<file path="src/hw/rtl/cvfr_pkg.sv">
package cvfr_pkg;

    // Default number of table entries.
    localparam int TYPE_COUNT_DEF = 16;

    // Frame layout.
    localparam int          FRAME_BYTES     = 6;
    localparam logic [2:0]  POS_TYPE        = 3'd4;
    localparam logic [2:0]  POS_CHECK       = 3'(FRAME_BYTES - 1);
    localparam logic [31:0] CHECK_FAIL_WORD = 32'hFEFE_FEFE;
    localparam logic [7:0]  RUN_MAX         = 8'hFF;

    // Request opcodes.
    localparam logic OP_BYTE = 1'b0;
    localparam logic OP_READ = 1'b1;

    // Result kinds.
    localparam logic KIND_FRAME = 1'b0;
    localparam logic KIND_READ  = 1'b1;

    // Frame status codes.
    localparam logic [1:0] ST_STORED = 2'd0;
    localparam logic [1:0] ST_RANGE  = 2'd1;
    localparam logic [1:0] ST_CHECK  = 2'd2;

    // Completion report of one frame.
    typedef struct packed {
        logic        done;
        logic [1:0]  status;
        logic [7:0]  frame_type;
        logic [15:0] stored_value;
        logic [31:0] error_word;
        logic [7:0]  run_count;
    } frame_rpt_t;

    // Table write issued by the frame logic.
    typedef struct packed {
        logic        en;
        logic [7:0]  entry;
        logic [15:0] data;
    } table_wr_t;

endpackage

</file>
<file path="src/hw/rtl/cvfr_frame.sv">
module cvfr_frame #(
    parameter int TYPE_COUNT = cvfr_pkg::TYPE_COUNT_DEF
) (
    input  logic                 aclk,
    input  logic                 aresetn,
    input  logic                 byte_en,
    input  logic [7:0]           rx_byte,
    output cvfr_pkg::frame_rpt_t rpt,
    output cvfr_pkg::table_wr_t  wr,
    output logic [31:0]          error_hold
);
    import cvfr_pkg::*;

    logic [2:0]  pos_reg, pos_next;
    logic [31:0] shift_reg, shift_next;
    logic [7:0]  xor_reg, xor_next;
    logic [7:0]  type_reg, type_next;
    logic [31:0] err_reg, err_next;
    logic [7:0]  run_reg, run_next;
    logic        check_ok;
    logic        in_range;

    assign check_ok   = (xor_reg == rx_byte);
    assign in_range   = ({1'b0, type_reg} < 9'(TYPE_COUNT));
    assign error_hold = err_reg;

    // Byte assembly and frame completion.
    always_comb begin
        pos_next   = pos_reg;
        shift_next = shift_reg;
        xor_next   = xor_reg;
        type_next  = type_reg;
        err_next   = err_reg;
        run_next   = run_reg;
        rpt        = '0;
        wr         = '0;
        if (byte_en) begin
            if (pos_reg < POS_TYPE) begin
                shift_next = {shift_reg[23:0], rx_byte};
                xor_next   = xor_reg ^ rx_byte;
                pos_next   = pos_reg + 3'd1;
            end else if (pos_reg == POS_TYPE) begin
                type_next = rx_byte;
                xor_next  = xor_reg ^ rx_byte;
                pos_next  = pos_reg + 3'd1;
            end else begin
                pos_next            = '0;
                shift_next          = '0;
                xor_next            = '0;
                type_next           = '0;
                rpt.done            = 1'b1;
                rpt.frame_type      = type_reg;
                if (check_ok && in_range) begin
                    // Good frame: store the low half and extend the run.
                    wr.en            = 1'b1;
                    wr.entry         = type_reg;
                    wr.data          = shift_reg[15:0];
                    if (run_reg != RUN_MAX) begin
                        run_next = run_reg + 8'd1;
                    end
                    rpt.status       = ST_STORED;
                    rpt.stored_value = shift_reg[15:0];
                    rpt.error_word   = err_reg;
                end else begin
                    // Bad frame: update the error word and close the run.
                    if (check_ok) begin
                        err_next   = shift_reg;
                        rpt.status = ST_RANGE;
                    end else begin
                        err_next   = CHECK_FAIL_WORD;
                        rpt.status = ST_CHECK;
                    end
                    rpt.error_word = err_next;
                    rpt.run_count  = run_reg;
                    run_next       = '0;
                end
            end
        end
    end

    always_ff @(posedge aclk) begin
        if (!aresetn) begin
            pos_reg   <= '0;
            shift_reg <= '0;
            xor_reg   <= '0;
            type_reg  <= '0;
            err_reg   <= '0;
            run_reg   <= '0;
        end else begin
            pos_reg   <= pos_next;
            shift_reg <= shift_next;
            xor_reg   <= xor_next;
            type_reg  <= type_next;
            err_reg   <= err_next;
            run_reg   <= run_next;
        end
    end

endmodule

</file>
<file path="src/hw/rtl/cvfr_table.sv">
module cvfr_table #(
    parameter int TYPE_COUNT = cvfr_pkg::TYPE_COUNT_DEF
) (
    input  logic                aclk,
    input  logic                aresetn,
    input  cvfr_pkg::table_wr_t wr,
    input  logic                rd_en,
    input  logic [3:0]          rd_index,
    output logic [15:0]         rd_word
);
    import cvfr_pkg::*;

    localparam int ADDR_W = (TYPE_COUNT > 1) ? $clog2(TYPE_COUNT) : 1;

    logic [15:0]           mem [TYPE_COUNT];
    logic [TYPE_COUNT-1:0] valid_reg;
    logic [15:0]           rd_data_reg;
    logic                  rd_ok_reg;
    logic [7:0]            rd_index_ext;
    logic [ADDR_W-1:0]     rd_addr;
    logic [ADDR_W-1:0]     wr_addr;
    logic                  rd_in_range;

    assign rd_index_ext = {4'b0000, rd_index};
    assign rd_addr      = rd_index_ext[ADDR_W-1:0];
    assign wr_addr      = wr.entry[ADDR_W-1:0];
    assign rd_in_range  = ({1'b0, rd_index_ext} < 9'(TYPE_COUNT));

    // Entry storage, one write port and one registered read port.
    always_ff @(posedge aclk) begin
        if (wr.en) begin
            mem[wr_addr] <= wr.data;
        end
        if (rd_en) begin
            rd_data_reg <= mem[rd_addr];
        end
    end

    // Written flags: an entry never written reads as zero.
    always_ff @(posedge aclk) begin
        if (!aresetn) begin
            valid_reg <= '0;
            rd_ok_reg <= 1'b0;
        end else begin
            if (wr.en) begin
                valid_reg[wr_addr] <= 1'b1;
            end
            if (rd_en) begin
                rd_ok_reg <= rd_in_range && valid_reg[rd_addr];
            end
        end
    end

    assign rd_word = rd_ok_reg ? rd_data_reg : 16'h0000;

endmodule

</file>
<file path="src/hw/rtl/checked_value_frame_receiver.sv">
// A result passes the second-stage register, then the output register, before m_valid.
// One request per cycle while s_ready is high. Table memory: one write and one read port.
// Frame bytes one to five produce no result and only update the assembly registers.
// Reset (aresetn low, synchronous) clears frame state, error word, run count and the
// table's written flags; no clearing pass follows.
module checked_value_frame_receiver #(
    parameter int TYPE_COUNT = cvfr_pkg::TYPE_COUNT_DEF
) (
    input  logic        aclk,
    input  logic        aresetn,
    input  logic        s_valid,
    output logic        s_ready,
    input  logic        s_op,
    input  logic [7:0]  s_rx_byte,
    input  logic [3:0]  s_read_index,
    output logic        m_valid,
    input  logic        m_ready,
    output logic        m_kind,
    output logic [1:0]  m_status,
    output logic [7:0]  m_frame_type,
    output logic [15:0] m_stored_value,
    output logic [31:0] m_error_word,
    output logic [7:0]  m_run_count
);
    import cvfr_pkg::*;

    logic        accept;
    logic        byte_en;
    logic        rd_en;
    logic        p2_load;
    logic        p2_move;
    frame_rpt_t  rpt;
    table_wr_t   wr;
    logic [31:0] error_hold;
    logic [15:0] rd_word;

    logic        p2_valid_reg;
    logic        p2_kind_reg;
    logic [1:0]  p2_status_reg;
    logic [7:0]  p2_type_reg;
    logic [15:0] p2_sval_reg;
    logic [31:0] p2_err_reg;
    logic [7:0]  p2_run_reg;

    logic        out_valid_reg;
    logic        out_kind_reg;
    logic [1:0]  out_status_reg;
    logic [7:0]  out_type_reg;
    logic [15:0] out_sval_reg;
    logic [31:0] out_err_reg;
    logic [7:0]  out_run_reg;

    // Request handshake and decode.
    assign p2_move = p2_valid_reg && (!out_valid_reg || m_ready);
    assign s_ready = !p2_valid_reg || p2_move;
    assign accept  = s_valid && s_ready;
    assign byte_en = accept && (s_op == OP_BYTE);
    assign rd_en   = accept && (s_op == OP_READ);
    assign p2_load = rd_en || rpt.done;

    cvfr_frame #(
        .TYPE_COUNT(TYPE_COUNT)
    ) u_frame (
        .aclk      (aclk),
        .aresetn   (aresetn),
        .byte_en   (byte_en),
        .rx_byte   (s_rx_byte),
        .rpt       (rpt),
        .wr        (wr),
        .error_hold(error_hold)
    );

    cvfr_table #(
        .TYPE_COUNT(TYPE_COUNT)
    ) u_table (
        .aclk    (aclk),
        .aresetn (aresetn),
        .wr      (wr),
        .rd_en   (rd_en),
        .rd_index(s_read_index),
        .rd_word (rd_word)
    );

    // Second stage: waits for the table read data.
    always_ff @(posedge aclk) begin
        if (!aresetn) begin
            p2_valid_reg <= 1'b0;
        end else if (p2_load) begin
            p2_valid_reg <= 1'b1;
        end else if (p2_move) begin
            p2_valid_reg <= 1'b0;
        end
    end

    always_ff @(posedge aclk) begin
        if (p2_load) begin
            if (rd_en) begin
                p2_kind_reg   <= KIND_READ;
                p2_status_reg <= ST_STORED;
                p2_type_reg   <= '0;
                p2_sval_reg   <= '0;
                p2_err_reg    <= error_hold;
                p2_run_reg    <= '0;
            end else begin
                p2_kind_reg   <= KIND_FRAME;
                p2_status_reg <= rpt.status;
                p2_type_reg   <= rpt.frame_type;
                p2_sval_reg   <= rpt.stored_value;
                p2_err_reg    <= rpt.error_word;
                p2_run_reg    <= rpt.run_count;
            end
        end
    end

    // Output register toward the result channel.
    always_ff @(posedge aclk) begin
        if (!aresetn) begin
            out_valid_reg <= 1'b0;
        end else if (p2_move) begin
            out_valid_reg <= 1'b1;
        end else if (m_ready) begin
            out_valid_reg <= 1'b0;
        end
    end

    always_ff @(posedge aclk) begin
        if (p2_move) begin
            out_kind_reg   <= p2_kind_reg;
            out_status_reg <= p2_status_reg;
            out_type_reg   <= p2_type_reg;
            out_sval_reg   <= (p2_kind_reg == KIND_READ) ? rd_word : p2_sval_reg;
            out_err_reg    <= p2_err_reg;
            out_run_reg    <= p2_run_reg;
        end
    end

    assign m_valid        = out_valid_reg;
    assign m_kind         = out_kind_reg;
    assign m_status       = out_status_reg;
    assign m_frame_type   = out_type_reg;
    assign m_stored_value = out_sval_reg;
    assign m_error_word   = out_err_reg;
    assign m_run_count    = out_run_reg;

endmodule

</file>
<file path="config.mk">
export PLATFORM = sky130hd
export DESIGN_NAME = checked_value_frame_receiver
export DESIGN_NICKNAME = d
export VERILOG_FILES = /design/src/hw/rtl/cvfr_pkg.sv /design/src/hw/rtl/cvfr_frame.sv /design/src/hw/rtl/cvfr_table.sv /design/src/hw/rtl/checked_value_frame_receiver.sv
export SDC_FILE = /design/constraint.sdc
export NUM_CORES = 1
export LEC_CHECK = 0
export BUFFER_PORTS_ARGS = -buffer_cell sky130_fd_sc_hd__buf_2
export CAP_MARGIN = 20
export CELL_PAD_IN_SITES_DETAIL_PLACEMENT = 2
export CELL_PAD_IN_SITES_GLOBAL_PLACEMENT = 2
export CORE_MARGIN = 3
export CORE_UTILIZATION = 46
export CTS_BUF_LIST = sky130_fd_sc_hd__clkbuf_4 sky130_fd_sc_hd__clkbuf_8 sky130_fd_sc_hd__clkbuf_16
export CTS_CLUSTER_DIAMETER = 60
export DETAILED_ROUTE_END_ITERATION = 12
export HOLD_SLACK_MARGIN = 0.06
export MAX_ROUTING_LAYER = met4
export PLACE_DENSITY_LB_ADDON = 0.1
export SLEW_MARGIN = 10
export SYNTH_ARGS = -nofsm -noshare
export SYNTH_HDL_FRONTEND = slang
export SYNTH_SLANG_ARGS = --single-unit
</file>
<file path="constraint.sdc">
create_clock -name aclk -period 9.2 [get_ports aclk]
set_clock_uncertainty 0.05 [all_clocks]
set_input_delay 2.76 -clock aclk [delete_from_list [all_inputs] [get_ports aclk]]
set_output_delay 2.76 -clock aclk [all_outputs]
set_load 0.02 [all_outputs]
</file>
==> flow_summary.json <==
{
  "status": "complete, no violations",
  "wl_met1_um": 23200,
  "netlist_instances": 1167,
  "num_rows": 75,
  "finalCoreUtilization_pct": 53.5,
  "path_clk_slew_ns": 0.07,
  "startpoint": "m_ready",
  "fmax_ghz": 0.162,
  "numCtsBuffers": 53,
  "crit_path_frequent_cell": "buf_2",
  "multi_input_area_sq_mm": 0.00499,
  "ctsResizeCount": 0,
  "cpPeakStageDelay_ns": 0.27,
  "grt_start_max_net_pins": 69,
  "coreArea_sq_mm": 0.0421,
  "drive_above_1_share_pct": 23.7,
  "top_register": "u_table.mem",
  "crit_cells": 3,
  "ys_seq_elements": 516,
  "worstReg2RegStart": "u_frame.pos_reg[0]$_SDFFE_PN0P_",
  "ys_types": 55,
  "cts_hold_buffers": 0,
  "yosysSeqAreaShare_pct": 73.1,
  "setup_violations": 0,
  "h-tree-depth": 2,
  "final_area_sq_mm": 0.0225,
  "ir_drop_mv": 0.175,
  "dieHeight_um": 213,
  "drt_wl_total_um": 57500,
  "hpwl_um": 35400,
  "area.growth.synth_to_final_pct": 14.4,
  "grt_pass1_wl_um": 84100,
  "grt_use_total_pct": 26.4,
  "startpoint_type": "input port",
  "grt_pass1_vias": 12200,
  "overflow": 0,
  "critPathBufInv": 2,
  "cts_root_buffer": "clkbuf_16",
  "cts_tree": "built",
  "final_nets": 1281,
  "period_needed_ns": 6.18,
  "antenna_found_initial": 6,
  "cts_setup_buffers": 0,
  "clk-insertion-delay-late_ns": 0.60,
  "ff_latch_area_sq_mm": 0.0144,
  "dpl-instance-area_sq_mm": 0.0208,
  "cap_violations": 0,
  "avgSynthCellArea_sq_um": 16.9,
  "end_kind": "output pin",
  "dr.pass1.iters": 5,
  "crit_end": "s_ready",
  "port_buffers": 85,
  "top_layer_used": "met4",
  "leakagePower_nw": 7.52,
  "finalPower_mw": 4.87,
  "finalSetupTns_ns": 0,
  "vias": 11200,
  "cp_top_family": "buffers and inverters",
  "reg2reg_slack_ns": 5.11,
  "wl_per_cell_um": 31.1,
  "drv_slew": 0,
  "largest_reg_flops": 256,
  "rsz0062_at_grt": "no",
  "gp_congestion": 0.752,
  "viasPerCell": 6.10,
  "cts_sinks": 516,
  "r2r_end": "u_table.mem[9][7]$_DFFE_PP_",
  "path_class": "in2out",
  "start_util_pct": 46.7,
  "dieArea_sq_mm": 0.0453,
  "die_x_um": 213,
  "required_ns": 6.39,
  "hold_viol": 0,
  "nFillCells": 3669,
  "netlist_area_sq_mm": 0.0197,
  "p_per_area_mw_per_mm2": 216,
  "met2WireLength_um": 29200,
  "slew_headroom_pct": 29.9,
  "worst_ep_arrival_time_ns": 3.37,
  "hp-class": "reg2reg",
  "synth_nets": 1187,
  "drc": 0,
  "cp_cell_sequence": "buf_2 -> nand3b_1 -> buf_2",
  "wl_met3_um": 3490,
  "io_pins": 86,
  "cts.path.max_buffers": 3,
  "cp_slowest_cell": "nand3b_1",
  "reg2reg_depth": 9,
  "worst_slew_pin_slew_ns": 1.05,
  "antenna_left": 0,
  "initialDrtViolationCount": 1011,
  "yosys_warnings": 0,
  "crit_fanout": 7,
  "worstHoldStart": "p2_run_reg[0]$_SDFFCE_PP0P_",
  "period_share_pct": 67.2
}
## cell type report
cell class	instances	area share [%]
sequential	516	63.9
multi-input combinational	552	22.1
clock buffer	68	6.41
tap	539	2.99
timing repair buffer	115	2.90
clock inverter	29	1.25
inverter	23	0.383
antenna	3	0.0333
## per-stage QoR
step,hold WS (ns),worst slack [ns],cells
after floorplan,0.350,0.883,1167
after global placement,0.351,3.07,1745
after detailed placement,0.355,3.03,1745
after CTS,0.364,3.01,1842
after global routing,0.375,2.96,1845
final,0.359,3.02,1845
## worst min-delay path by stage
stage | to | slack [ns] | cells past startpoint
floorplan | m_error_word[0]$_DFFE_PP_ | 0.35 | 0
global placement | m_error_word[20]$_DFFE_PP_ | 0.35 | 0
detailed placement | m_error_word[3]$_DFFE_PP_ | 0.36 | 0
CTS | m_run_count[0]$_DFFE_PP_ | 0.36 | 0
global route | m_run_count[0]$_DFFE_PP_ | 0.37 | 0
finish | m_run_count[0]$_DFFE_PP_ | 0.36 | 0
## Yosys cell counts, drive strengths merged
master	count	area, sq um
dfxtp	110	2200
o22ai	6	37.5
or3	3	18.8
o211ai	2	15.0
nor2	45	169
nand4	5	31.3
nand2b	5	31.3
o211a	1	10.0
a31oi	2	12.5
and2	43	269
and3b	1	8.76
or2	2	12.5
nor3	7	40.0
edfxtp	406	12200
o221a	28	315
nand4b	1	8.76
o31ai	1	12.5
a2111oi	1	15.0
a22o	4	35.0
nor4	17	213
clkbuf	43	161
a22oi	32	240
nand3	16	85.1
a41oi	1	8.76
mux2i	4	40.0
buf	33	230
nor3b	1	7.51
mux4	84	1900
inv	23	86.3
or4	1	7.51
a21oi	49	245
o21ai	58	302
ha	3	37.5
or3b	1	8.76
and2b	1	7.51
and3	10	62.6
a21boi	1	7.51
and4	2	17.5
and4b	1	10.0
nor2b	1	6.26
nand2	73	274
xnor2	8	70.1
nand3b	13	97.6
o21a	18	135
## layout by cell type (no fill, tap or decap), types with 8 or more instances in the layout
master / synthesis / layout
edfxtp_1: 406 / 406
o21a_1: 18 / 18
o21ai_0: 36 / 36
a22oi_1: 32 / 32
xnor2_1: 8 / 8
nor4_4: 0 / 16
nor2_1: 45 / 44
a21oi_1: 49 / 49
clkinv_1: 0 / 15
clkbuf_4: 0 / 14
buf_2: 21 / 84
o21ai_1: 21 / 21
o221a_1: 26 / 26
nand3_1: 15 / 15
dfxtp_1: 110 / 110
nand2_1: 73 / 72
buf_4: 3 / 31
mux4_2: 83 / 83
inv_1: 23 / 23
and2_1: 43 / 43
and3_1: 10 / 10
nand3b_1: 13 / 13
clkbuf_16: 0 / 53
## metal layers
layer,global-route usage [%],up-vias
met2,43.3,382
met4,8.40,0
li1,-,4763
met1,33.9,5998
met3,4.75,105
met5,-,-
## logic make-up (layout without fill, tap and decap cells)
kind of cell	after synthesis	in the layout	synth area share (%)
XOR/XNOR	8	8	0.356
flip-flops	516	516	73.1
multiplexers	88	88	9.83
adder cells (fa/ha/maj)	3	3	0.191
AO/OA/AOI/OAI	204	204	7.07
other	0	3	0
buffers and inverters	99	235	2.43
AND/OR/NAND/NOR	249	249	7.04
## power breakdown
group	leakage [nW]	internal [mW]	switching, mW
Clock	0.857	1.27	0.899
Sequential	4.54	2.52	0.0172
Combinational	2.13	0.0572	0.105
Total	7.52	3.85	1.02
(Power assumes the default switching activity.)
